`config.mk`:
```
export PLATFORM = sky130hd
export DESIGN_NAME = cbo_reduce
export DESIGN_NICKNAME = d
export VERILOG_FILES = /design/src/rtl/core/cone_box_overlap_test_unit_macros.svh /design/src/rtl/core/cbo_pkg.sv /design/src/rtl/core/cbo_reduce.sv
export SDC_FILE = /design/constraint.sdc
export NUM_CORES = 2
export LEC_CHECK = 0
export BUFFER_PORTS_ARGS = -buffer_cell sky130_fd_sc_hd__buf_2
export CAP_MARGIN = 10
export CORE_AREA = 4 4 505 507
export CTS_CLUSTER_SIZE = 40
export DETAILED_ROUTE_END_ITERATION = 16
export DIE_AREA = 0 0 509 511
export HOLD_SLACK_MARGIN = 0.05
export PLACE_DENSITY_LB_ADDON = 0.08
export SLEW_MARGIN = 5
export SYNTH_ARGS = -nofsm -noshare
export SYNTH_HDL_FRONTEND = slang
export SYNTH_SLANG_ARGS = --single-unit
```
`constraint.sdc`:
```
create_clock -name clk -period 31.7 [get_ports clk]
set_input_delay 3.17 -clock clk [delete_from_list [all_inputs] [get_ports clk]]
set_output_delay 3.17 -clock clk [all_outputs]
set_load 0.02 [all_outputs]
```
`src/rtl/core/cone_box_overlap_test_unit_macros.svh`:
```
// Assertion helpers for the cone/box overlap unit.
// Both sample on clk and are off while rst_n is low.
`ifndef CONE_BOX_OVERLAP_TEST_UNIT_MACROS_SVH
`define CONE_BOX_OVERLAP_TEST_UNIT_MACROS_SVH

// same-cycle implication
`define CBO_ASSERT_NOW(label, ante, cons, msg) \
  label: assert property (@(posedge clk) disable iff (!rst_n) (ante) |-> (cons)) \
    else $error(msg);

// next-cycle implication
`define CBO_ASSERT_NEXT(label, ante, cons, msg) \
  label: assert property (@(posedge clk) disable iff (!rst_n) (ante) |=> (cons)) \
    else $error(msg);

`endif

```
`src/rtl/core/cbo_pkg.sv`:
```
`default_nettype none

package cbo_pkg;

  localparam int CFG_DATA_W = 33;
  localparam int CFG_IDX_W  = 3;
  localparam int RANGE_W    = 33;

  // squared-distance path: offsets of 2^17 or more are out of range
  localparam int SQ_OP_W = 17;
  localparam int SQ_W    = 2 * SQ_OP_W;
  localparam int DIST_W  = SQ_W + 1;

  localparam int NUM_EDGES = 3;
  localparam int NUM_TERMS = 4;

  // box projection terms per edge axis
  localparam int BT_MIN_X = 0;
  localparam int BT_MAX_X = 1;
  localparam int BT_MIN_Y = 2;
  localparam int BT_MAX_Y = 3;

  // triangle projection terms per edge axis: edge start vertex i, opposite vertex k
  localparam int TP_I_X = 0;
  localparam int TP_I_Y = 1;
  localparam int TP_K_X = 2;
  localparam int TP_K_Y = 3;

  typedef enum logic [CFG_IDX_W-1:0] {
    REG_ORIGIN_X = 3'd0,
    REG_ORIGIN_Y = 3'd1,
    REG_RIGHT_X  = 3'd2,
    REG_RIGHT_Y  = 3'd3,
    REG_LEFT_X   = 3'd4,
    REG_LEFT_Y   = 3'd5,
    REG_RANGE_SQ = 3'd6
  } cfg_reg_t;

  typedef struct packed {
    logic up_valid;  // upstream stage holds an item
    logic take;      // this stage may load
  } stage_ctl_t;

endpackage

`default_nettype wire

```
`src/rtl/core/cbo_reduce.sv`:
```
`default_nettype none

// Stage 3: range compare and projection sums per edge axis.
module cbo_reduce #(
  parameter int COORD_BITS = 16
) (
  input  wire logic                         clk,
  input  wire cbo_pkg::stage_ctl_t          ctl,
  input  wire logic [cbo_pkg::SQ_W-1:0]     sq_x,
  input  wire logic [cbo_pkg::SQ_W-1:0]     sq_y,
  input  wire logic                         far,
  input  wire logic                         xy_ok,
  input  wire logic [cbo_pkg::RANGE_W-1:0]  range_sq,
  input  wire logic signed [2*COORD_BITS:0] box_p [cbo_pkg::NUM_EDGES][cbo_pkg::NUM_TERMS],
  input  wire logic signed [2*COORD_BITS:0] tri_p [cbo_pkg::NUM_EDGES][cbo_pkg::NUM_TERMS],
  output logic                              in_range_r,
  output logic                              xy_ok_r,
  output logic signed [2*COORD_BITS+1:0]    box_lo_r [cbo_pkg::NUM_EDGES],
  output logic signed [2*COORD_BITS+1:0]    box_hi_r [cbo_pkg::NUM_EDGES],
  output logic signed [2*COORD_BITS+1:0]    tri_i_r [cbo_pkg::NUM_EDGES],
  output logic signed [2*COORD_BITS+1:0]    tri_k_r [cbo_pkg::NUM_EDGES]
);

  localparam int PW = 2 * COORD_BITS + 1;
  localparam int SW = PW + 1;

  logic [cbo_pkg::DIST_W-1:0] dist_sum;
  logic                       in_range_nxt;
  logic signed [PW-1:0]       xl, xh, yl, yh;
  logic signed [SW-1:0]       box_lo_nxt [cbo_pkg::NUM_EDGES];
  logic signed [SW-1:0]       box_hi_nxt [cbo_pkg::NUM_EDGES];
  logic signed [SW-1:0]       tri_i_nxt [cbo_pkg::NUM_EDGES];
  logic signed [SW-1:0]       tri_k_nxt [cbo_pkg::NUM_EDGES];

  always_comb begin
    dist_sum     = cbo_pkg::DIST_W'(sq_x) + cbo_pkg::DIST_W'(sq_y);
    in_range_nxt = !far && (dist_sum <= cbo_pkg::DIST_W'(range_sq));
  end

  // box terms separate per axis, so the corner extremes are sums of term extremes
  always_comb begin
    xl = '0;
    xh = '0;
    yl = '0;
    yh = '0;
    for (int i = 0; i < cbo_pkg::NUM_EDGES; i++) begin
      xl = (box_p[i][cbo_pkg::BT_MIN_X] < box_p[i][cbo_pkg::BT_MAX_X]) ?
           box_p[i][cbo_pkg::BT_MIN_X] : box_p[i][cbo_pkg::BT_MAX_X];
      xh = (box_p[i][cbo_pkg::BT_MIN_X] < box_p[i][cbo_pkg::BT_MAX_X]) ?
           box_p[i][cbo_pkg::BT_MAX_X] : box_p[i][cbo_pkg::BT_MIN_X];
      yl = (box_p[i][cbo_pkg::BT_MIN_Y] < box_p[i][cbo_pkg::BT_MAX_Y]) ?
           box_p[i][cbo_pkg::BT_MIN_Y] : box_p[i][cbo_pkg::BT_MAX_Y];
      yh = (box_p[i][cbo_pkg::BT_MIN_Y] < box_p[i][cbo_pkg::BT_MAX_Y]) ?
           box_p[i][cbo_pkg::BT_MAX_Y] : box_p[i][cbo_pkg::BT_MIN_Y];
      box_lo_nxt[i] = SW'(xl) + SW'(yl);
      box_hi_nxt[i] = SW'(xh) + SW'(yh);
      tri_i_nxt[i]  = SW'(tri_p[i][cbo_pkg::TP_I_X]) + SW'(tri_p[i][cbo_pkg::TP_I_Y]);
      tri_k_nxt[i]  = SW'(tri_p[i][cbo_pkg::TP_K_X]) + SW'(tri_p[i][cbo_pkg::TP_K_Y]);
    end
  end

  always_ff @(posedge clk) begin
    if (ctl.take && ctl.up_valid) begin
      in_range_r <= in_range_nxt;
      xy_ok_r    <= xy_ok;
      box_lo_r   <= box_lo_nxt;
      box_hi_r   <= box_hi_nxt;
      tri_i_r    <= tri_i_nxt;
      tri_k_r    <= tri_k_nxt;
    end
  end

endmodule

`default_nettype wire

```
== Word-level counts from Yosys, hierarchy flattened ==
Index checks and enable logic that the tools add are counted.

* Register bits after elaboration: 410
* Logic and storage cells: 49

* Add/sub/neg operators: 13
* Magnitude comparators: 7
* Mux-type cells: 12
* Reduce and logical (&&, ||, !) cells: 3

{| class="wikitable"
|+ Operators with widths
! kind !! count
|-
| adder 33 x 33 -> 34 bit || 12
|-
| 2-to-1 mux 33 bit || 12
|-
| less-than comparator 33 bit || 6
|-
| adder 34 x 34 -> 35 bit || 1
|-
| <= comparator 35 x 33 -> 1 bit || 1
|-
| logical AND 1 bit || 2
|-
| logical NOT 1 bit || 1
|}

== Longest topological paths before layout ==
* Depth after elaboration: 3
* Mapped depth: 29
* Depth with buffers taken out: 27

== Worst setup path before layout ==
Ideal clock, no wire load.

* Path type: input-to-reg
* Start: input ctl[1] in the netlist's numbering
* End: register box_hi_r[0] in the netlist's numbering (enable)
* Setup time: 0.824 ns
* Data arrival time: 12.388 ns
* Required time: 30.876 ns
* Slack: 18.488 ns
* Stages: 1
* Buffers on the path: 0
* Cell sequence: and2_1

* Word-level cells in the longest chain between the ends: 1

{| class="wikitable"
|+ Ends and longest elaborated chain
! element !! line !! text
|-
| start: declaration || cbo_reduce.sv:8 || <nowiki>input wire cbo_pkg::stage_ctl_t ctl,</nowiki>
|-
| logical AND 1 bit || cbo_reduce.sv:63 || <nowiki>if (ctl.take && ctl.up_valid) begin</nowiki>
|-
| end signal: assignment || cbo_reduce.sv:67 || <nowiki>box_hi_r <= box_hi_nxt;</nowiki>
|-
| end: declaration || cbo_reduce.sv:19 || <nowiki>output logic signed [2*COORD_BITS+1:0] box_hi_r [cbo_pkg::NUM_EDGES],</nowiki>
|}

No other way between the ends.
A chain may end at the register's enable or synchronous reset.

==> out/qor.csv <==
metric,value,unit
ANT nets after route,0,
Yosys warnings,0,
total grt overflow,0,
Hold EP,xy_ok_r,
mux cell area share after synthesis,9.01,%
multi-input logic area,0.0304,mm2
status,"finished, final reports clean",
post-synth top area share,27.7,%
setup TNS,0,ns
"Seq/Total Area, Yosys",27.7,%
DRT Wirelength,231000,um
CTS sink count,410,
leading area contributor after synthesis,edfxtp_1,
final slew viol count,0,
largest family of logic cells by synthesized area,compound AO/OA/AOI/OAI gates,
"Setup Fix Bufs, Post-CTS",0,
clk slew on worst S/H paths,0.06,ns
fin cells,9513,
TritonCTS buffer count,71,
Max-cap violations,0,
gr usage total,16.9,%
layout cells sized above 1,29.9,%
maximum VDD drop,0.0353,mV
die height,511,um
Adder-Cell Fraction of Synth Area,19.0,%
endpoint class of the critical path,register,
largest cells by area after synthesis,"edfxtp_1 (28%), ha_1 (18%), mux2_2 (7.5%)",
RSZ-0062 raised after global routing,false,
Vias per Instance,4.43,
Root Driver,clkbuf_16,
Die Wd,509,um
largest net degree at the start of global routing,85,
Residual DRC,0,
# IOs,1308,
Pleak,0.0262,uW
Placed Cells,9317,
crit share post-route,30.7,%
hold crit path type,input pin to register,
Resized Gates After CTS,0,
CP max FO,42,
RePlAce Congestion,0.865,
DRT iter0 DRCs,2191,
mapped cell area,0.0444,mm2
CP startpoint,box_p[142],
final core utilization,22.9,%
Tmin final,9.73,ns
slew margin rel.,29.6,%
critical path type,input pin to register,
simple-gate share of the synthesized area,11.8,%
vias,42129,
crit path DAT,10.16,ns
CTS tree,built,
CTS Hold Bufs,0,
antenna violations before repair,208,
worst slew pin tran,1.05,ns
IO Port Bufs,1307,
worst hold path startpoint,xy_ok,
Nets,7608,
syn avg cell area,9.36,um2
"Setup violations, final",0,
row cnt,184,
post-synthesis compound-gate area fraction,21.1,%
core area,0.250,mm2
ys async rst share,0,%
area grow syn2layout,29.3,%
fmax,103,MHz
Synth Area in XOR/XNOR,7.20,%
TritonRoute pass-1 iters,5,
vias in the first global route,42552,
number of synthesized flops with an enable pin,410,
"Top FF cell, synth",edfxtp_1,
hpwl dp,199000,um
Startpoint Class,input pin,
FF/Latch Area,0.0123,mm2
Fin. Hold Viols,0,
die area,0.260,mm2
Power Dens Cells,51.6,mW/mm2
Longest Clk Path Bufs,3,
starting density of the core,17.7,%
routed len/inst,24.2,um
Synth Register Bits,410,
H-tree depth,3,
Yosys cell types,81,
hold depth,1,
Synth Instances,4748,
Fillers,27898,
Mapped Nets,6314,
first-pass GRT wire length,317000,um
critical path required time,32.14,ns
==> area by class of cell <==
type | count | area share, %
Antenna cell | 68 | 0.296
Clock buffer | 82 | 3.16
Clock inverter | 46 | 0.865
Inverter | 363 | 2.37
Multi-Input combinational cell | 3861 | 52.8
Sequential cell | 410 | 21.4
Tap cell | 3348 | 7.29
Timing Repair Buffer | 1335 | 11.8
==> placed cells by master, fill, tap and decap left out, types with 15 or more instances in the layout <==
cell type / instances
ha_1: 655
edfxtp_1: 410
o21a_1: 79
or3_1: 15
o21bai_1: 43
clkinv_1: 16
nor2_1: 226
o21ai_0: 217
buf_4: 28
clkbuf_16: 71
and2_1: 16
a21o_1: 309
a31o_2: 21
buf_2: 1307
xnor2_1: 279
mux2_2: 293
o31ai_1: 41
a21oi_1: 375
nor3_1: 61
diode_2: 68
xor2_1: 86
nor2b_1: 81
inv_1: 363
o211ai_1: 81
nand2_1: 185
nand4_1: 62
nand2b_1: 70
and3_1: 37
a31oi_1: 98
nand3_1: 233
mux2_4: 39
a211oi_1: 27
==> registers in the layout, indices dropped and copies added, names as in the netlist <==
| signal | flops |
|---|---|
| box_hi_r | 102 |
| box_lo_r | 102 |
| in_range_r | 1 |
| tri_i_r | 102 |
| tri_k_r | 102 |
| xy_ok_r | 1 |
==> worst max path at each step <==
stage	cells past startpoint	endpoint	slack, ns
after global routing	28	box_lo_r[66]	21.47
after CTS	27	box_lo_r[66]	21.96
after detailed placement	27	box_lo_r[66]	21.16
after floorplan	1	box_hi_r[0]	18.49
after global placement	28	box_hi_r[32]	21.25
final	27	box_lo_r[66]	21.97
==> cells in the mapped netlist (9+ instances only) <==
cell type and n:
ha_1 655, edfxtp_1 410, a21oi_1 376, inv_1 363, a21o_1 309, mux2_2 294
xnor2_1 279, nand3_1 234, nor2_1 226, o21ai_0 218, nand2_1 185, a31oi_1 99
xor2_1 86, clkbuf_1 81, nor2b_1 81, o211ai_1 81, o21a_1 79, nand2b_1 70
nand4_1 62, nor3_1 62, o21bai_1 43, o31ai_1 41, and3_1 38, mux2_4 38
a211oi_1 27, buf_2 23, a31o_2 21, and2_1 18, or3_1 15, fa_1 13
nor4_1 13, a2111oi_0 12, mux2i_1 12, or2_2 12, and4_1 11, a21boi_0 10
o22ai_1 10, o41ai_1 9
==> per-stage QoR <==
stage | instance area, um2 | total power (uW) | setup slack, ns | hold WS, ns
finish | 57500 | 2970 | 21.97 | 2.66
CTS | 57300 | 3050 | 21.96 | 2.56
global placement | 55000 | 2210 | 21.25 | 3.35
global route | 57300 | 3180 | 21.47 | 2.60
floorplan | 44400 | 1690 | 18.49 | 3.27
detailed placement | 55000 | 2190 | 21.16 | 3.35
==> where the power goes <==
part           total, uW  leakage, uW  internal, uW  switching, uW
sequential           767      0.00385           738           29.7
combinational       1390       0.0212           551            842
clock                805      0.00113           472            333
==> critical path: stages <==
cell and delay (ns):
buf_2 0.09, inv_1 0.04, ha_1 0.30, a21o_1 0.12
a21o_1 0.12, a21o_1 0.12, a21oi_1 0.06, nor2b_1 0.10
o21ai_0 0.09, a211oi_1 0.40, a311o_1 0.22, a221oi_2 0.11
a311oi_4 0.73, buf_4 0.43, buf_4 0.60, mux2_2 0.41
ha_1 0.34, a21o_1 0.18, a21o_1 0.17, a221o_1 0.38
o211ai_1 0.39, o21ai_1 0.24, o221ai_1 0.36, a311oi_1 0.24
a311o_1 0.40, a21oi_1 0.19, xnor2_1 0.10
==> cell families after synthesis <==
family,after synthesis
multiplexers,344
AND/OR/NAND/NOR,1051
AO/OA/AOI/OAI,1433
XOR/XNOR,365
adder cells (fa/ha/maj),668
buffers and inverters,477
flip-flops,410
==> per-layer routing <==
metal	vias to the layer above	global-route usage, %	wire (um)
met1	19658	18.2	86900
met3	475	5.79	18900
li1	20550	-	-
met4	142	6.62	9840
met2	1304	30.3	114000
met5	-	0	863
No activity file was read; power rests on OpenSTA's default activity.
