===== src/rtl/core/cone_box_overlap_test_unit_macros.svh =====
// Assertion helpers for the cone/box overlap unit.
// Both sample on clk and are off while rst_n is low.
`ifndef CONE_BOX_OVERLAP_TEST_UNIT_MACROS_SVH
`define CONE_BOX_OVERLAP_TEST_UNIT_MACROS_SVH

// same-cycle implication
`define CBO_ASSERT_NOW(label, ante, cons, msg) \
  label: assert property (@(posedge clk) disable iff (!rst_n) (ante) |-> (cons)) \
    else $error(msg);

// next-cycle implication
`define CBO_ASSERT_NEXT(label, ante, cons, msg) \
  label: assert property (@(posedge clk) disable iff (!rst_n) (ante) |=> (cons)) \
    else $error(msg);

`endif


===== src/rtl/core/cbo_pkg.sv =====
`default_nettype none

package cbo_pkg;

  localparam int CFG_DATA_W = 33;
  localparam int CFG_IDX_W  = 3;
  localparam int RANGE_W    = 33;

  // squared-distance path: offsets of 2^17 or more are out of range
  localparam int SQ_OP_W = 17;
  localparam int SQ_W    = 2 * SQ_OP_W;
  localparam int DIST_W  = SQ_W + 1;

  localparam int NUM_EDGES = 3;
  localparam int NUM_TERMS = 4;

  // box projection terms per edge axis
  localparam int BT_MIN_X = 0;
  localparam int BT_MAX_X = 1;
  localparam int BT_MIN_Y = 2;
  localparam int BT_MAX_Y = 3;

  // triangle projection terms per edge axis: edge start vertex i, opposite vertex k
  localparam int TP_I_X = 0;
  localparam int TP_I_Y = 1;
  localparam int TP_K_X = 2;
  localparam int TP_K_Y = 3;

  typedef enum logic [CFG_IDX_W-1:0] {
    REG_ORIGIN_X = 3'd0,
    REG_ORIGIN_Y = 3'd1,
    REG_RIGHT_X  = 3'd2,
    REG_RIGHT_Y  = 3'd3,
    REG_LEFT_X   = 3'd4,
    REG_LEFT_Y   = 3'd5,
    REG_RANGE_SQ = 3'd6
  } cfg_reg_t;

  typedef struct packed {
    logic up_valid;  // upstream stage holds an item
    logic take;      // this stage may load
  } stage_ctl_t;

endpackage

`default_nettype wire


===== src/rtl/core/cbo_front.sv =====
`default_nettype none

// Stage 1: clamp the apex into the box, keep offset magnitudes.
module cbo_front #(
  parameter int COORD_BITS = 16
) (
  input  wire logic                         clk,
  input  wire cbo_pkg::stage_ctl_t          ctl,
  input  wire logic signed [COORD_BITS-1:0] origin_x,
  input  wire logic signed [COORD_BITS-1:0] origin_y,
  input  wire logic signed [COORD_BITS-1:0] box_min_x,
  input  wire logic signed [COORD_BITS-1:0] box_min_y,
  input  wire logic signed [COORD_BITS-1:0] box_max_x,
  input  wire logic signed [COORD_BITS-1:0] box_max_y,
  output logic signed [COORD_BITS-1:0]      min_x_r,
  output logic signed [COORD_BITS-1:0]      min_y_r,
  output logic signed [COORD_BITS-1:0]      max_x_r,
  output logic signed [COORD_BITS-1:0]      max_y_r,
  output logic [COORD_BITS:0]               mag_x_r,
  output logic [COORD_BITS:0]               mag_y_r
);

  localparam int DW = COORD_BITS + 1;

  logic signed [COORD_BITS-1:0] clamp_x, clamp_y;
  logic signed [DW-1:0]         dx, dy;
  logic [DW-1:0]                mag_x_nxt, mag_y_nxt;

  // low bound tested first: inverted box gives min below min, else max
  always_comb begin
    if (origin_x < box_min_x)      clamp_x = box_min_x;
    else if (origin_x > box_max_x) clamp_x = box_max_x;
    else                           clamp_x = origin_x;
    if (origin_y < box_min_y)      clamp_y = box_min_y;
    else if (origin_y > box_max_y) clamp_y = box_max_y;
    else                           clamp_y = origin_y;
    dx = DW'(origin_x) - DW'(clamp_x);
    dy = DW'(origin_y) - DW'(clamp_y);
    mag_x_nxt = dx[DW-1] ? DW'(-dx) : DW'(dx);
    mag_y_nxt = dy[DW-1] ? DW'(-dy) : DW'(dy);
  end

  always_ff @(posedge clk) begin
    if (ctl.take && ctl.up_valid) begin
      min_x_r <= box_min_x;
      min_y_r <= box_min_y;
      max_x_r <= box_max_x;
      max_y_r <= box_max_y;
      mag_x_r <= mag_x_nxt;
      mag_y_r <= mag_y_nxt;
    end
  end

endmodule

`default_nettype wire


===== config.mk =====
export PLATFORM = sky130hd
export DESIGN_NAME = cbo_front
export DESIGN_NICKNAME = d
export VERILOG_FILES = /design/src/rtl/core/cone_box_overlap_test_unit_macros.svh /design/src/rtl/core/cbo_pkg.sv /design/src/rtl/core/cbo_front.sv
export SDC_FILE = /design/constraint.sdc
export NUM_CORES = 1
export LEC_CHECK = 0
export ABC_CLOCK_PERIOD_IN_PS = 5150
export BUFFER_PORTS_ARGS = -buffer_cell sky130_fd_sc_hd__buf_2
export CORE_MARGIN = 1.5
export CORE_UTILIZATION = 30
export DETAILED_ROUTE_END_ITERATION = 6
export PLACE_DENSITY_LB_ADDON = 0.15
export SLEW_MARGIN = 15
export SYNTH_ARGS = -nofsm -noshare
export SYNTH_HDL_FRONTEND = slang
export SYNTH_SLANG_ARGS = --single-unit

===== constraint.sdc =====
create_clock -name clk -period 5.15 [get_ports clk]
set_input_delay 0.515 -clock clk [delete_from_list [all_inputs] [get_ports clk]]
set_output_delay 0.515 -clock clk [all_outputs]
set_load 0.02 [all_outputs]

Word-level counts from Yosys, hierarchy flattened
Index checks and enable logic that the tools add are counted.
W data, S select, Z words.
- output and inout port bits: 98
- register bits: 98
- word-level logic and storage cells: 23
- $lt $le $gt $ge: 4
- $add $sub $neg: 4
- reductions and logical operators: 1
- multiplexer cells: 6
- operators by type and width (operator ; count):
    $mux W16 ; 6
    $neg A17 Y17 ; 2
    $sub A16 B16 Y17 ; 2
    $gt A16 B16 Y1 ; 2
    $lt A16 B16 Y1 ; 2
    $logic_and A1 B1 Y1 ; 1

Depth between registers and ports, before layout
- word-level depth: 6
- depth in mapped cells: 23

Worst setup path before layout
OpenSTA, ideal clock, no wires.
- path type: input to register
- from: input box_max_y[1]
- to: register mag_y_r[7] (data pin)
- data arrival time: 4550 ps
- stages: 23
- library setup time: 263 ps
- setup slack: 337 ps
- path buffers: 4
- cells stage by stage: inv_1 -> ha_1 -> nor2b_1 -> o21a_1 -> o21ai_0 -> a21oi_1 -> o31ai_1 -> a222oi_1 -> clkbuf_1 -> clkbuf_1 -> mux2_2 -> mux2i_1 -> ha_1 -> clkbuf_1 -> nand2_1 -> o21ai_0 -> a2111oi_2 -> nor2_1 -> nand4_1 -> a31oi_1 -> buf_2 -> nor2_1 -> xor2_1
- cells in the longest elaborated chain, start to end: 6
- ends and longest elaborated chain (element ; line ; RTL):
    from (decl) ; cbo_front.sv:14 ; input wire logic signed [COORD_BITS-1:0] box_max_y,
    $gt A16 B16 Y1 ; cbo_front.sv:35 ; else if (origin_y > box_max_y) clamp_y = box_max_y;
    $mux W16 * ; cbo_front.sv:35 ;
    $mux W16 * ; cbo_front.sv:34 ; if (origin_y < box_min_y) clamp_y = box_min_y;
    $sub A16 B16 Y17 * ; cbo_front.sv:38 ; dy = DW'(origin_y) - DW'(clamp_y);
    $neg A17 Y17 ; cbo_front.sv:40 ; mag_y_nxt = dy[DW-1] ? DW'(-dy) : DW'(dy);
    $mux W16 * ; cbo_front.sv:40 ;
    net mag_y_nxt[7] ; cbo_front.sv:27 ; logic [DW-1:0] mag_x_nxt, mag_y_nxt;
    to (signal assigned) ; cbo_front.sv:50 ; mag_y_r <= mag_y_nxt;
    to (decl) ; cbo_front.sv:20 ; output logic [COORD_BITS:0] mag_y_r
The timed path passes the listed nets; every way through them passes the cells marked *.
A chain may end at the register's enable or synchronous reset.

Worst setup path after layout
- from: input box_max_x[11]
- to: register mag_x_r[15] (data pin)
- cells in the longest elaborated chain, start to end: 6
- ends and longest elaborated chain (element ; line ; RTL):
    from (decl) ; cbo_front.sv:13 ; input wire logic signed [COORD_BITS-1:0] box_max_x,
    $gt A16 B16 Y1 ; cbo_front.sv:32 ; else if (origin_x > box_max_x) clamp_x = box_max_x;
    $mux W16 * ; cbo_front.sv:32 ;
    $mux W16 * ; cbo_front.sv:31 ; if (origin_x < box_min_x) clamp_x = box_min_x;
    $sub A16 B16 Y17 * ; cbo_front.sv:37 ; dx = DW'(origin_x) - DW'(clamp_x);
    $neg A17 Y17 ; cbo_front.sv:39 ; mag_x_nxt = dx[DW-1] ? DW'(-dx) : DW'(dx);
    $mux W16 * ; cbo_front.sv:39 ;
    net mag_x_nxt[15] ; cbo_front.sv:27 ;
    to (signal assigned) ; cbo_front.sv:49 ; mag_x_r <= mag_x_nxt;
    to (decl) ; cbo_front.sv:19 ; output logic [COORD_BITS:0] mag_x_r,
Marks and branches as above.

==> insert_results.sql <==
INSERT INTO impl_metrics (metric_group, metric, value, unit) VALUES
('power', 'total_leakage_power', '4.837', 'nW'),
('clock_tree', 'clock_tree.root_cell', 'sky130_fd_sc_hd__clkbuf_16', ''),
('sta', 'post-route-min-period', '4.871', 'ns'),
('detailed_routing', 'post_drt_wl_per_cell', '15.68', 'um'),
('clock_tree', 'h-tree-depth', '3', ''),
('sta', 'tightest_slew', '0.7021', 'ns'),
('outcome', 'outcome', 'finished, final reports clean', ''),
('synth', 'synthMostInstantiatedCell', 'sky130_fd_sc_hd__edfxtp_1', ''),
('layout', 'layout.cell_area.non_filler', '10280', 'um2'),
('synth', 'synth_enable_flop_cells', '98', ''),
('floorplanning', 'placeableCoreArea', '25040', 'um2'),
('clock_tree', 'ctsHoldBuffers', '0', ''),
('synth', 'synth_largest_type_area_fraction', '38.75', '%'),
('detailed_routing', 'via_per_inst', '4.781', ''),
('synth', 'synth_cell_type_count', '61', ''),
('synth', 'ys_ff_latch', '98', ''),
('placement', 'numPortBuffers', '196', ''),
('clock_tree', 'cts-buffers-inserted', '9', ''),
('power', 'powerDensity', '342.8', 'nW/um2'),
('setup_path', 'worstPathMaxFanout', '5', ''),
('synth', 'synth.net_count', '929', ''),
('clock_tree', 'cts_tree', 'done', ''),
('sta', 'final.period_utilization', '94.59', '%'),
('global_routing', 'first_global_vias', '6657', ''),
('sta', 'fmaxAchievable', '205.3', 'MHz'),
('global_routing', 'grt_start_max_net_pins', '51', ''),
('clock_tree', 'clock_path_buffers', '2', ''),
('setup_path', 'timing_worst_setup_path_type', 'primary input to flip-flop', ''),
('sta', 'setup_violations', '0', ''),
('synth', 'post-synth-top-area-cell', 'sky130_fd_sc_hd__edfxtp_1', ''),
('sta', 'hold_viol_final', '0', ''),
('setup_path', 'critical_path.endpoint_type', 'flip-flop', ''),
('floorplanning', 'start_util', '30.33', '%'),
('detailed_routing', 'first_iter_violations', '245', ''),
('synth', 'synth-seq-area-share', '38.75', '%'),
('synth', 'ys.warnings.count', '0', ''),
('clock_tree', 'numClockSinks', '98', ''),
('sta', 'grt_setup_unrepaired', 'no', ''),
('floorplanning', 'dieWidth', '162.1', 'um'),
('global_routing', 'grt_first_pass_wirelength', '34530', 'um'),
('hold_path', 'worstHoldStart', 'box_max_x[12]', ''),
('detailed_routing', 'wl', '21660', 'um'),
('setup_path', 'critical_path_arrival', '4.96', 'ns'),
('detailed_routing', 'number_of_optimization_iterations_in_the_first_detailed_route_pass', '4', ''),
('clock_tree', 'clkTransAtPathRegs', '0.07', 'ns'),
('run', 'max_cap_violations', '0', ''),
('hold_path', 'hold_end', 'max_x_r[12]$_DFFE_PP_', ''),
('layout', 'drive_gt1_share', '37.30', '%'),
('layout', 'final_nets', '1244', ''),
('synth', 'synthCells', '732', ''),
('layout', 'diodes', '0', ''),
('placement', 'routabilityCongestion', '0.8207', ''),
('floorplanning', 'design.portCount', '197', ''),
('floorplanning', 'floorplan.die_area', '26270', 'um2'),
('detailed_routing', 'antenna_left', '0', ''),
('sta', 'worst_slew_margin_rel', '53.19', '%'),
('detailed_routing', 'vias', '6602', ''),
('synth', 'dominant_synthesized_flop_cell', 'sky130_fd_sc_hd__edfxtp_1', ''),
('global_routing', 'grt_antenna_before_repair', '0', ''),
('hold_path', 'whs_path_depth', '1', ''),
('placement', 'detailedPlacementHpwl', '17910', 'um'),
('synth', 'netlist_area', '7594', 'um2'),
('sta', 'report.final.slew_viol_count', '0', ''),
('placement', 'place_area', '9868', 'um2'),
('floorplanning', 'chipHeight', '162.1', 'um'),
('setup_path', 'required', '5.24', 'ns'),
('global_routing', 'grt_util_all_layers', '16.74', '%'),
('setup_path', 'sort_of_element_at_the_start_of_the_critical_path', 'primary input', ''),
('synth', 'postSynth.asyncResetShare', '0', '%'),
('layout', 'fillerInstances', '2524', ''),
('detailed_routing', 'route.detailed.drc', '0', ''),
('synth', 'post_synth_most_frequent_cells', 'sky130_fd_sc_hd__edfxtp_1, sky130_fd_sc_hd__ha_1, sky130_fd_sc_hd__inv_1, sky130_fd_sc_hd__a21oi_1, sky130_fd_sc_hd__nor2_1', ''),
('layout', 'flow.area_growth_from_synthesis', '35.34', '%'),
('floorplanning', 'rows', '58', ''),
('layout', 'finish.utilization', '41.05', '%'),
('synth', 'syn_area_per_cell', '10.37', 'um2'),
('synth', 'yosys-top-cells-area', 'sky130_fd_sc_hd__edfxtp_1, sky130_fd_sc_hd__ha_1, sky130_fd_sc_hd__inv_1, sky130_fd_sc_hd__xnor2_1, sky130_fd_sc_hd__a21oi_1', ''),
('global_routing', 'gr-total-overflow', '0', ''),
('power', 'vdd.ir_drop.worst', '0.0001901', 'V'),
('hold_path', 'hold_class', 'primary input to flip-flop', '');
per-stage QoR:
stage                     std cells  total power, mW  TNS (ns)  hold slack [ns]  setup WS, ns
final                          1381            3.523         0           0.3514        0.2786
after CTS                      1380            3.532         0           0.3318       0.09957
after detailed placement       1365            2.830    -2.284           0.7087       -0.2825
after floorplan                 732            2.177         0           0.6139        0.3373
after global routing           1381            3.768         0           0.3381      0.001716
after global placement         1365            2.827    -2.036           0.7074       -0.2652
power by group:
part | leakage [nW] | switching [mW] | internal, mW
logic | 3.78 | 0.954 | 0.815
registers | 0.917 | 0.0234 | 1.05
clock network | 0.136 | 0.310 | 0.375
total | 4.84 | 1.29 | 2.24
registers in the layout, indices dropped and copies added, names as in the netlist:
register	flops
mag_x_r	17
max_x_r	16
min_y_r	16
min_x_r	16
mag_y_r	17
max_y_r	16
worst max-delay path, stage by stage:
cell and delay [ns]:
sky130_fd_sc_hd__buf_2 0.08, sky130_fd_sc_hd__inv_1 0.06, sky130_fd_sc_hd__ha_1 0.29, sky130_fd_sc_hd__nand4_1 0.17, sky130_fd_sc_hd__or4_4 0.55, sky130_fd_sc_hd__a21oi_4 0.16
sky130_fd_sc_hd__a211oi_2 0.07, sky130_fd_sc_hd__and3_2 0.27, sky130_fd_sc_hd__o31ai_1 0.24, sky130_fd_sc_hd__o22a_1 0.15, sky130_fd_sc_hd__ha_1 0.16, sky130_fd_sc_hd__inv_1 0.05
sky130_fd_sc_hd__fa_1 0.38, sky130_fd_sc_hd__a21o_1 0.23, sky130_fd_sc_hd__a221oi_4 0.34, sky130_fd_sc_hd__buf_4 0.18, sky130_fd_sc_hd__xnor2_1 0.09, sky130_fd_sc_hd__or3b_4 0.44
sky130_fd_sc_hd__nor4_4 0.21, sky130_fd_sc_hd__a31oi_1 0.14, sky130_fd_sc_hd__xor2_1 0.16
worst max-delay path by stage:
| stage | startpoint | to | slack (ns) | depth (start not counted) |
|---|---|---|---|---|
| floorplan | box_max_y[1] | mag_y_r[7]$_DFFE_PP_ | 0.34 | 23 |
| global placement | box_max_x[11] | mag_x_r[15]$_DFFE_PP_ | -0.27 | 22 |
| detailed placement | box_max_x[11] | mag_x_r[15]$_DFFE_PP_ | -0.28 | 22 |
| CTS | box_max_x[11] | mag_x_r[15]$_DFFE_PP_ | 0.1 | 22 |
| global route | box_max_x[11] | mag_x_r[14]$_DFFE_PP_ | 0.002 | 22 |
| finish | box_max_x[11] | mag_x_r[15]$_DFFE_PP_ | 0.28 | 21 |
what timing repair did:
action                                  in CTS  in global routing
hold endpoints to repair                     0                  0
resized for setup                            0                 20
endpoints found under the setup margin       0                 11
buffers inserted                             0                  1
final cells by class:
cell class / count / area, um2 / share of cell area [%]
tap: 330 / 412.9 / 4.018
inverter: 88 / 330.3 / 3.214
clock buffer: 9 / 225.2 / 2.191
timing repair buffer: 324 / 1942 / 18.89
multi-input combinational: 526 / 4358 / 42.40
sequential: 98 / 2943 / 28.63
clock inverter: 6 / 66.31 / 0.6452
cells by family after synthesis:
family | Yosys count | share of synthesized area [%]
compound gates | 195 | 17.56
xor+xnor | 53 | 6.311
fa+ha+maj | 98 | 16.35
buf+inv | 108 | 5.421
flops | 98 | 38.75
mux | 37 | 5.207
simple gates | 143 | 10.40
routing by layer:
| layer | GRT usage, % | vias to the layer above | wire length, um |
|---|---|---|---|
| li1 | - | 3344 | - |
| met1 | 20.62 | 3088 | 9559 |
| met2 | 30.08 | 152 | 10730 |
| met3 | 3.013 | 18 | 1049 |
| met4 | 4.170 | 0 | 323 |
| met5 | 0 | - | 0 |
cell usage in the layout (no fill, tap or decap), drive strengths merged, types with 17 or more instances in the layout:
master,count
buf,324
a21oi,48
mux2i,17
ha,96
a21o,26
edfxtp,98
o22ai,17
nor2,41
inv,89
xor2,20
nand2,21
mux2,20
o21ai,23
xnor2,32
No activity file was read; power rests on OpenSTA's default activity.
