File: config.mk
export PLATFORM = sky130hd
export DESIGN_NAME = cbo_cfg
export DESIGN_NICKNAME = d
export VERILOG_FILES = /design/src/rtl/core/cone_box_overlap_test_unit_macros.svh /design/src/rtl/core/cbo_pkg.sv /design/src/rtl/core/cbo_cfg.sv
export SDC_FILE = /design/constraint.sdc
export NUM_CORES = 1
export LEC_CHECK = 0
export BUFFER_PORTS_ARGS = -buffer_cell sky130_fd_sc_hd__buf_4
export CORE_UTILIZATION = 35
export CTS_CLUSTER_DIAMETER = 40
export DETAILED_ROUTE_END_ITERATION = 16
export GPL_TIMING_DRIVEN = 0
export HOLD_SLACK_MARGIN = 0.1
export SLEW_MARGIN = 5
export SYNTH_ARGS = -nofsm -noshare
export SYNTH_HDL_FRONTEND = slang
export SYNTH_SLANG_ARGS = --single-unit
File: constraint.sdc
create_clock -name clk -period 2.97 [get_ports clk]
set_clock_uncertainty 0.1 [all_clocks]
set_input_delay 0.297 -clock clk [delete_from_list [all_inputs] [get_ports clk]]
set_output_delay 0.297 -clock clk [all_outputs]
set_load 0.01 [all_outputs]
File: src/rtl/core/cone_box_overlap_test_unit_macros.svh
// Assertion helpers for the cone/box overlap unit.
// Both sample on clk and are off while rst_n is low.
`ifndef CONE_BOX_OVERLAP_TEST_UNIT_MACROS_SVH
`define CONE_BOX_OVERLAP_TEST_UNIT_MACROS_SVH

// same-cycle implication
`define CBO_ASSERT_NOW(label, ante, cons, msg) \
  label: assert property (@(posedge clk) disable iff (!rst_n) (ante) |-> (cons)) \
    else $error(msg);

// next-cycle implication
`define CBO_ASSERT_NEXT(label, ante, cons, msg) \
  label: assert property (@(posedge clk) disable iff (!rst_n) (ante) |=> (cons)) \
    else $error(msg);

`endif

File: src/rtl/core/cbo_pkg.sv
`default_nettype none

package cbo_pkg;

  localparam int CFG_DATA_W = 33;
  localparam int CFG_IDX_W  = 3;
  localparam int RANGE_W    = 33;

  // squared-distance path: offsets of 2^17 or more are out of range
  localparam int SQ_OP_W = 17;
  localparam int SQ_W    = 2 * SQ_OP_W;
  localparam int DIST_W  = SQ_W + 1;

  localparam int NUM_EDGES = 3;
  localparam int NUM_TERMS = 4;

  // box projection terms per edge axis
  localparam int BT_MIN_X = 0;
  localparam int BT_MAX_X = 1;
  localparam int BT_MIN_Y = 2;
  localparam int BT_MAX_Y = 3;

  // triangle projection terms per edge axis: edge start vertex i, opposite vertex k
  localparam int TP_I_X = 0;
  localparam int TP_I_Y = 1;
  localparam int TP_K_X = 2;
  localparam int TP_K_Y = 3;

  typedef enum logic [CFG_IDX_W-1:0] {
    REG_ORIGIN_X = 3'd0,
    REG_ORIGIN_Y = 3'd1,
    REG_RIGHT_X  = 3'd2,
    REG_RIGHT_Y  = 3'd3,
    REG_LEFT_X   = 3'd4,
    REG_LEFT_Y   = 3'd5,
    REG_RANGE_SQ = 3'd6
  } cfg_reg_t;

  typedef struct packed {
    logic up_valid;  // upstream stage holds an item
    logic take;      // this stage may load
  } stage_ctl_t;

endpackage

`default_nettype wire

File: src/rtl/core/cbo_cfg.sv
`default_nettype none

module cbo_cfg #(
  parameter int COORD_BITS = 16
) (
  input  wire logic                             clk,
  input  wire logic                             rst_n,
  input  wire logic                             cfg_we,
  input  wire logic [cbo_pkg::CFG_IDX_W-1:0]    cfg_index,
  input  wire logic [cbo_pkg::CFG_DATA_W-1:0]   cfg_wdata,
  output logic signed [COORD_BITS-1:0]          tri_x [cbo_pkg::NUM_EDGES],
  output logic signed [COORD_BITS-1:0]          tri_y [cbo_pkg::NUM_EDGES],
  output logic [cbo_pkg::RANGE_W-1:0]           range_sq,
  output logic signed [COORD_BITS:0]            axis_x [cbo_pkg::NUM_EDGES],
  output logic signed [COORD_BITS:0]            axis_y [cbo_pkg::NUM_EDGES],
  output logic [cbo_pkg::NUM_EDGES-1:0]         axis_zero
);

  localparam int AW = COORD_BITS + 1;

  logic signed [COORD_BITS-1:0] tx_r [cbo_pkg::NUM_EDGES];
  logic signed [COORD_BITS-1:0] ty_r [cbo_pkg::NUM_EDGES];
  logic [cbo_pkg::RANGE_W-1:0]  range_r;
  logic signed [AW-1:0]         ax_r [cbo_pkg::NUM_EDGES];
  logic signed [AW-1:0]         ay_r [cbo_pkg::NUM_EDGES];
  logic signed [AW-1:0]         ax_nxt [cbo_pkg::NUM_EDGES];
  logic signed [AW-1:0]         ay_nxt [cbo_pkg::NUM_EDGES];
  logic [cbo_pkg::NUM_EDGES-1:0] zero_r;
  logic [cbo_pkg::NUM_EDGES-1:0] zero_nxt;
  logic signed [COORD_BITS-1:0] wcoord;

  assign wcoord = COORD_BITS'(cfg_wdata);

  always_ff @(posedge clk) begin
    if (!rst_n) begin
      for (int i = 0; i < cbo_pkg::NUM_EDGES; i++) begin
        tx_r[i] <= '0;
        ty_r[i] <= '0;
      end
      range_r <= '0;
    end else if (cfg_we) begin
      case (cfg_index)
        cbo_pkg::REG_ORIGIN_X: tx_r[0] <= wcoord;
        cbo_pkg::REG_ORIGIN_Y: ty_r[0] <= wcoord;
        cbo_pkg::REG_RIGHT_X:  tx_r[1] <= wcoord;
        cbo_pkg::REG_RIGHT_Y:  ty_r[1] <= wcoord;
        cbo_pkg::REG_LEFT_X:   tx_r[2] <= wcoord;
        cbo_pkg::REG_LEFT_Y:   ty_r[2] <= wcoord;
        cbo_pkg::REG_RANGE_SQ: range_r <= cbo_pkg::RANGE_W'(cfg_wdata);
        default: ;
      endcase
    end
  end

  // edge normal of edge i -> i+1 is (-ey, ex)
  always_comb begin
    int j;
    for (int i = 0; i < cbo_pkg::NUM_EDGES; i++) begin
      j = (i == cbo_pkg::NUM_EDGES - 1) ? 0 : i + 1;
      ax_nxt[i]   = AW'(ty_r[i]) - AW'(ty_r[j]);
      ay_nxt[i]   = AW'(tx_r[j]) - AW'(tx_r[i]);
      zero_nxt[i] = (ax_nxt[i] == '0) && (ay_nxt[i] == '0);
    end
  end

  always_ff @(posedge clk) begin
    if (!rst_n) begin
      for (int i = 0; i < cbo_pkg::NUM_EDGES; i++) begin
        ax_r[i] <= '0;
        ay_r[i] <= '0;
      end
      zero_r <= '1;
    end else begin
      for (int i = 0; i < cbo_pkg::NUM_EDGES; i++) begin
        ax_r[i] <= ax_nxt[i];
        ay_r[i] <= ay_nxt[i];
      end
      zero_r <= zero_nxt;
    end
  end

  assign tri_x     = tx_r;
  assign tri_y     = ty_r;
  assign range_sq  = range_r;
  assign axis_x    = ax_r;
  assign axis_y    = ay_r;
  assign axis_zero = zero_r;

endmodule

`default_nettype wire

# Word-level counts from Yosys, hierarchy flattened
# Cells that the tools add are included.
[totals] word_cells=43 in_bits=39 register_bits=234 output_inout_bits=234
[op_classes] eq_ne=6 addsub=6 n_reduce_logical=17
[op_table] op="$logic_not 17->1" n=6
[op_table] op="$sub 16x16->17" n=6
[op_table] op="$reduce_and 2->1" n=7
[op_table] op="$eq 3x3->1 const B" n=3
[op_table] op="$eq 3x2->1 const B" n=2
[op_table] op="$eq 3x1->1 const B" n=1
[op_table] op="$logic_and 1x1->1" n=3
[op_table] op="$logic_not 3->1" n=1

# Longest topological paths before layout
# Gate-level depths: netlist of run 1.
[depth] ltp_word=3 ltp_mapped=11

# Worst setup path before layout of run 1
# OpenSTA, ideal clock, no wires.
[synth_timing] kind="flip-flop to flip-flop" start="register tx_r (netlist bit tri_x[32])" end="register zero_r (netlist bit axis_zero[2])" setup_time_ns=0.084 path_stages_with_launch=12 slack_ns=0.086 arrival_time_ns=2.700 synth_period_minus_slack_ns=2.884 path_cell_list="dfxtp_1 -> inv_1 -> ha_1 -> fa_1 -> nand2b_1 -> a21boi_0 -> o21ai_1 -> a21o_1 -> a221o_1 -> a2111oi_2 -> o2111ai_1 -> o31ai_2"
[synth_via] elab_chain_cells=3
[synth_lines] element="start, declared" line_no="cbo_cfg.sv:21" rtl="logic signed [COORD_BITS-1:0] tx_r [cbo_pkg::NUM_EDGES];"
[synth_lines] element="$sub 16x16->17" line_no="cbo_cfg.sv:61" rtl="ay_nxt[i] = AW'(tx_r[j]) - AW'(tx_r[i]);"
[synth_lines] element="$logic_not 17->1" line_no="cbo_cfg.sv:62" rtl="zero_nxt[i] = (ax_nxt[i] == '0) && (ay_nxt[i] == '0);"
[synth_lines] element="$logic_and 1x1->1" line_no="cbo_cfg.sv:62"
[synth_lines] element="end signal, assigned" line_no="cbo_cfg.sv:78" rtl="zero_r <= zero_nxt;"
[synth_lines] element="end, declared" line_no="cbo_cfg.sv:28" rtl="logic [cbo_pkg::NUM_EDGES-1:0] zero_r;"
# No other way between the ends.
# A chain may end at the register's enable or synchronous reset.

# Final worst setup path of run 1
[layout_timing] start="register tx_r (netlist bit tri_x[16])" end="register zero_r (netlist bit axis_zero[0])"
# The elaborated chain is that of the path after synthesis.

==> metrics.md, run 1 <==
| Metric | Value |
|---|---|
| Area growth syn-to-layout | 36.2% |
| Worst path slowest cell | fa_2 |
| Crit Path Category | reg2reg |
| Worst reg2reg path depth | 10 |
| Worst path cell trace | inv_2 -> ha_2 -> fa_2 -> nand4_1 -> or3_4 -> nor3_4 -> or4bb_4 -> nor4_4 -> nand4_1 -> o31ai_2 |
| Setup violations, final | 2 |
| Num ports | approximately 270 |
| Row count | 70 |
| Largest net degree at the start of global routing | 14 |
| Failing checks | negative setup slack |
| Static Leak | ~7.6 nW |
| Wire per inst | between 20 and 25 um |
| Fill cell count | 3649 |
| Worst-Margin Slew | around 1.0 ns |
| Worst Hold Launch | cfg_index[2] |
| CP Launch Type | flip-flop |
| Crit-path max FO | 2 |
| Max-cap viol count | 0 |
| Max Root-Sink Buffers | 3 |
| Worst Path Buf+Inv | 1 |
| CP Capture Type | flip-flop |
| Total global routing overflow | 0 |
| Final hold viol count | 0 |
| CTS Sinks | 234 |
| PD cells | around 580 nW/um^2 |
| Pre-antenna DRT Iters | 5 |
| Mapped Area | ~13000 um^2 |
| Final worst slack | -0.311 ns |
| CTS buffer count | 37 |
| Crit-path most repeated cell | nand4_1 |
| Sequential share of the synthesized area | between 30% and 40% |
| Die area | around 39000 um^2 |
| Post-synth EDFFs | 0 |
| Combinational power share | between 20% and 30% |
| Worst path top cell family by delay | simple AND/OR/NAND/NOR gates |
| WP data arrival | 3.64 ns |
| Vias per Instance | ~5.4 |
| Switch share | 30.5% |
| CTS clk-pin slew, worst paths | roughly 0.060 ns |
| CP max stage delay | a little under 0.6 ns |
| DR iter-0 viols | between 900 and 1000 |
| #FFs+latches synth | around 230 |
| H-tree levels | 2 |
| Placed insts | approximately 2500 |
| Via count | 13900 |
| GRT Overall Usage | 27.1% |
| DRC viols | 0 |
| Reg2reg end | axis_zero[0] |
| Placer Congestion | between 0.9 and 1 |
| Synth cell types | 91 |
| Total wire length | between 50000 and 60000 um |
| Post-layout min period | roughly 3.3 ns |
| Reg-to-reg critical path startpoint | tri_x[16] |
| Final period utilization | 110% |
| Worst vdd ir | around 0.45 mV |
| Synth Instances | roughly 1700 |
| Internal power | a little over 7 mW |
| Initial core utilization | a little over a third |
| Area of the multi-input gates | about 8000 um^2 |
| Post-Synthesis Net Count | about 1800 |
| First-pass GRT wire length | ~80000 um |
| Ys flop type | dfxtp_1 |
| Worst-Skew Late Latency | about 0.56 ns |
| Status | finished, violations left |
| Post-synthesis async set-or-reset flop share | 0% |
| Vias in the first global route | 13000 |
| Clk pwr share | between 40% and 50% |
| Initial antenna violation count | 0 |
| Hold Path Class | in2reg |
| Sequential Power Share | around 33% |
| Final net count | 2172 |
| PortBufs | 272 |
| Syn avg cell area | 7.85 um^2 |
| R2R Setup Slk | -0.31 ns |
| Fin area | ~18000 um^2 |
| Register area | between 4000 and 5000 um^2 |
| Max Clock Freq | a little over 300 MHz |
| Worst hold path cell count | 5 |
| RSZ-0062 raised after global routing | yes |
| Root Driver | clkbuf_16 |
| Setup crit start | tri_x[16] |
| Net switching power figure | around 3.2 mW |
| Non-filler cells, final | 2564 |
| CTS tree | yes |
| Worst Hold Path EP | tri_y[0] |
| Min Hold Slack | 0.228 ns |
| DP Wirelength | between 40000 and 50000 um |
| Die width | approximately 200 um |
| Fin. max-slew vios | 0 |
| Routed Antenna Nets | 0 |
| Layout cells sized above 1 | about 23% |
| Ys Warns | 0 |
| Core area | 36900 um^2 |
| Die Height | roughly 200 um |
| Placed inst area | 15900 um^2 |
| Relative slew margins | a little under a third |
| Req. time, crit path | between 3 and 4 ns |
## worst register-to-register path, delay by kind of cell, from the launching register on
| family | cells | cell delay [ns] |
|---|---|---|
| AOI/OAI and AO/OA | 1 | 0.20 |
| adders and majority gates | 2 | 0.77 |
| buffers and inverters | 1 | 0.03 |
| DFF | 1 | 0.35 |
| and+or+nand+nor | 6 | 1.73 |
## stage by stage
stage	power (mW)	setup WS (ns)	util, %	setup TNS (ns)
floorplan	4.78	0.0861	-	0
global placement	5.66	-0.681	43.1	-1.80
detailed placement	5.68	-0.664	43.1	-1.65
CTS	10.4	-0.285	48.3	-0.559
global route	10.8	-0.381	48.9	-0.765
finish	10.5	-0.311	48.9	-0.445
## cell families after synthesis
kind of cell               after synthesis  share of synthesized area (%)
and+or+nand+nor                        652                           23.5
AOI/OAI and AO/OA                      451                           22.3
DFF                                    234                           35.4
buffers and inverters                  200                           5.76
adders and majority gates              102                           9.99
xor gates and xnor gates                39                           2.58
muxes                                    6                          0.464
## repair_timing
action                     CTS  global route
hold buffers                36             0
setup endpoints to repair    8            10
pin swaps                    8            25
setup buffers                3             3
resized for setup           47            58
hold endpoints to repair   129             0
## area by class of cell
cell class,count,share of cell area [%]
diodes,1,0.0139
plain buffers,59,1.29
clock inverters,25,1.84
inverters,135,2.81
well taps,504,3.50
clock buffers,42,5.47
repair buffers,314,13.6
multi-input cells,1250,45.3
flip-flops and latches,234,26.2
## worst max-delay path by stage
stage / endpoint / slack [ns] / cells after the start
floorplan: axis_zero[2] / 0.09 / 11
global placement: axis_zero[2] / -0.68 / 11
detailed placement: axis_zero[2] / -0.66 / 11
CTS: axis_zero[2] / -0.28 / 11
global route: axis_zero[0] / -0.38 / 10
finish: axis_zero[0] / -0.31 / 10
## cells in the mapped netlist, types with 6 or more instances
cell type  count  area share (%)
a211o_1        6            0.40
a211oi_1       9            0.51
a21o_1        23             1.3
a21oi_1      205             7.8
a31oi_1       20            0.95
and2_1        46             2.2
and3_1        23             1.1
and4_1         6            0.40
clkbuf_1      60             1.7
dfxtp_1      234              35
fa_1           6            0.91
ha_1          96             9.1
inv_1        134             3.8
nand2_1      302             8.6
nand2b_1      19            0.90
nand3_1       32             1.2
nand3b_1       6            0.34
nand4_1       11            0.52
nor2_1        87             2.5
nor2b_1       22             1.0
nor3_1        40             1.5
nor4_1        12            0.57
o2111ai_1      9            0.60
o211ai_1      20             1.1
o21a_1        23             1.3
o21ai_0       35             1.3
o22ai_1       11            0.52
or2_2         11            0.52
or3_1          9            0.43
xnor2_1       24             1.6
xor2_1        15            0.99
## routing by layer
metal	track usage, %	up-vias	part of all wire [%]
li1	-	6597	-
met1	34.9	6662	43
met2	44.4	577	45
met3	5.08	89	7.9
met4	10.8	0	3.4
met5	0	-	0
## layout by cell type, fill, tap and decap left out, types with 7 or more instances in the layout
cell	n
nand2_1	302
buf_4	278
dfxtp_1	212
a21oi_1	197
inv_1	133
ha_1	89
nor2_1	86
clkbuf_1	56
and2_1	46
nor3_1	38
clkbuf_16	38
dlygate4sd3_1	36
nand3_1	32
o21ai_0	32
and3_1	23
a21o_1	23
o21a_1	23
xnor2_1	23
nor2b_1	21
o211ai_1	20
a31oi_1	18
dfxtp_2	17
nand2b_1	16
xor2_1	14
nand4_1	11
or2_2	11
a21oi_2	10
o22ai_1	10
or3_1	8
o2111ai_1	8
inv_6	8
nor4_1	7
## sequential cells by signal, indices dropped and copies added, names as in the netlist
name	cells
range_sq	33
tri_x	48
tri_y	48
axis_y	51
axis_x	51
axis_zero	3
## power by group through the flow
stage	logic [mW]	registers, mW	clock network [mW]
floorplan	1.17	3.61	0
global placement	2.12	3.55	0
detailed placement	2.13	3.55	0
CTS	2.26	3.48	4.67
global route	2.54	3.49	4.79
finish	2.37	3.47	4.61
Power figures use the tool's default switching activity.
==> run 2, diff against run 1 <==
ABC_AREA = 1   (was unset)
==> metrics.md, run 2 <==
| Metric | Value |
|---|---|
| Worst vdd ir | 0.322 mV (-29%) |
| Post-layout min period | 2.82 ns (-0.462 ns) |
| Vias in the first global route | 14300 (+9.5%) |
| Worst slack at placement | -0.00515 ns (+0.659 ns) |
| Most numerous cell in the Yosys netlist | nand2_1 |
| First-pass GRT wire length | 81000 um (+3.3%) |
| Ys Warns | 0 (unchanged) |
| Via count | 15200 (+8.8%) |
| DRC viols | 0 (unchanged) |
| Max Clock Freq | 355 MHz (+16%) |
| Setup violations, final | 0 (-2) |
| Max-cap viol count | 0 (unchanged) |
| Sequential share of the synthesized area | 33.5% (-1.9 points) |
| Synth top area cells | dfxtp_1 34%, nand2_1 17%, inv_1 10% |
| RSZ-0062 raised after global routing | no |
| Synth cell count leaders | 637 x nand2_1, 388 x inv_1, 250 x nor2_1 |
| Max Root-Sink Buffers | 3 (unchanged) |
| Worst Path Buf+Inv | 2 (+1) |
| Top cell type's share of synthesized area | 33.5% (-1.9 points) |
| Hold Path Class | in2reg |
| Ant. Diodes | 0 (-1) |
| Row count | 72 (+2.9%) |
| Initial core utilization | 35.8% (-0.048 points) |
| GRT Overall Usage | 26.2% (-0.83 points) |
| Status | completed |
| Placer Congestion | 0.933 (-3.0%) |
| Post-route setup TNS | 0 ns (+0.445 ns) |
| Worst path slowest cell | dfxtp_1 |
| Area leader, netlist | dfxtp_1 |
| #FFs+latches synth | 234 (unchanged) |
| Final period utilization | 94.9% (-16 points) |
| Layout cells sized above 1 | 15.5% (-7.1 points) |
| Post-synthesis async set-or-reset flop share | 0% (unchanged) |
| Post-synth EDFFs | 0 (unchanged) |
| CP Launch Type | flip-flop |
| Routed Antenna Nets | 0 (unchanged) |
| Pre-antenna DRT Iters | 5 (unchanged) |
| Worst-Margin Slew | 1.09 ns (+0.0536 ns) |
| Post-Synthesis Net Count | 2358 (+29%) |
| CTS tree | yes |
| Crit Path Category | reg2reg |
| Die Height | 202 um (+2.8%) |
| DR iter-0 viols | 1062 (+11%) |
| Worst path cell trace | inv_1 -> fa_1 -> inv_1 -> nand2_1 -> nand2_1 -> nand3_1 -> nand3_1 -> nand2_1 -> nor2_1 -> nand3_2 -> nor2_2 -> nand3_1 -> o21bai_2 |
| Final Power | 11.2 mW (+6.7%) |
| Static Leak | 9.88 nW (+30%) |
| DP Wirelength | 44200 um (+5.2%) |
| Most common cell after layout, fill and taps aside | nand2_1 |
| Commonest non-fill, non-tap cells in the layout | 637 x nand2_1, 388 x inv_1, 273 x buf_4 |
| Synth cell types | 30 (-67%) |
| Placed insts | 3007 (+22%) |
| Syn avg cell area | 6.30 um^2 (-20%) |
| Largest net degree at the start of global routing | 14 (unchanged) |
| PD cells | 610 nW/um^2 (+5.1%) |
| Final net count | 2704 (+24%) |
| Final worst slack | 0.151 ns (+0.462 ns) |
| Wire per inst | 17.4 um (-17%) |
| Die width | 202 um (+2.8%) |
| Num ports | 273 (unchanged) |
| H-tree levels | 2 (unchanged) |
| Non-filler cells, final | 3109 (+21%) |
| Root Driver | clkbuf_16 |
| CP Capture Type | flip-flop |
| Final hold viol count | 0 (unchanged) |
| Synth Instances | 2217 (+32%) |
| Total global routing overflow | 0 (unchanged) |
| Initial antenna violation count | 0 (unchanged) |
| CTS buffer count | 39 (+5.4%) |
| Total wire length | 54000 um (+0.48%) |
| Core area | 39000 um^2 (+5.8%) |
| Crit-path max FO | 4 (+2) |
| Worst-Skew Late Latency | 0.56 ns (about the same) |
| Req. time, crit path | 3.36 ns (+0.03 ns) |
| WP data arrival | 3.21 ns (-0.43 ns) |
| Ys flop type | dfxtp_1 |
| Relative slew margins | 27.5% (-3.6 points) |
| CP max stage delay | 0.50 ns (-0.09 ns) |
| Die area | 40700 um^2 (+5.6%) |
| CTS clk-pin slew, worst paths | 0.05 ns (about the same) |
| Mapped Area | 14000 um^2 (+5.6%) |
| Vias per Instance | 4.87 (-10%) |
| Fin. max-slew vios | 0 (unchanged) |
| CTS Sinks | 234 (unchanged) |
| Area growth syn-to-layout | 30.9% |
| Worst path top cell family by delay | simple AND/OR/NAND/NOR gates |
| PortBufs | 272 (unchanged) |
## run 2: final cells by class
type / count / area, um^2
Inverter: 401 / 1510
Tap cell: 518 / 648
Clock buffer: 44 / 1020
Multi-Input combinational cell: 1531 / 7590
Sequential cell: 234 / 4690
Timing Repair Buffer: 305 / 2370
Fill cell: 4038 / 20700
Buffer: 51 / 203
Clock inverter: 25 / 255
## run 2: cell families after synthesis
group / after synthesis / share of synthesized area [%]
and+or+nand+nor: 1117 / 33.3
adders and majority gates: 102 / 9.46
DFF: 234 / 33.5
buffers and inverters: 452 / 12.2
xor gates and xnor gates: 4 / 0.251
AOI/OAI and AO/OA: 308 / 11.3
## run 2: worst register-to-register path, cell delays in order (launching register included)
cell      delay (ns)
dfxtp_1         0.50
inv_1           0.16
fa_1            0.49
inv_1           0.12
nand2_1         0.05
nand2_1         0.12
nand3_1         0.15
nand3_1         0.15
nand2_1         0.06
nor2_1          0.15
nand3_2         0.20
nor2_2          0.21
nand3_1         0.16
o21bai_2        0.13
## run 2: path summary, 6_finish.rpt
kind              cells after the start      endpoint          from  slack (ns)
setup / recovery                     13  axis_zero[0]     tri_y[33]        0.15
hold / removal                        7     tri_x[32]  cfg_index[0]        0.24
setup reg to reg                     13  axis_zero[0]     tri_y[33]        0.15
hold reg to reg                       2     tri_y[32]     tri_y[32]        0.41
## run 2: metal layers
metal	part of all wire (%)	global-route usage, %	vias up
met2	45	42.8	546
met3	7.5	5.03	118
li1	-	-	7622
met4	5.2	13.6	0
met5	0	0	-
met1	42	32.8	6867
## run 2: power breakdown
group	leakage (nW)	internal, mW	switching [mW]
Clock	0.618	2.65	1.79
Sequential	1.92	3.43	0.151
Combinational	7.34	1.16	1.97
Total	9.88	7.25	3.91
## run 2: repair_timing
action / in CTS / in global routing
endpoints found under the setup margin: 1 / 2
hold buffers: 33 / 0
endpoints found under the hold margin: 116 / 0
resized for setup: 1 / 5
pin swaps: 0 / 0
buffers inserted: 0 / 0
## run 2: per-stage QoR
step	area, um^2	hold WS (ns)	utilization, %
after floorplan	14000	0.332	-
after global placement	16700	0.394	42.7
after detailed placement	16700	0.403	42.7
after CTS	18300	0.197	46.9
after global routing	18300	0.264	46.9
final	18300	0.239	46.9
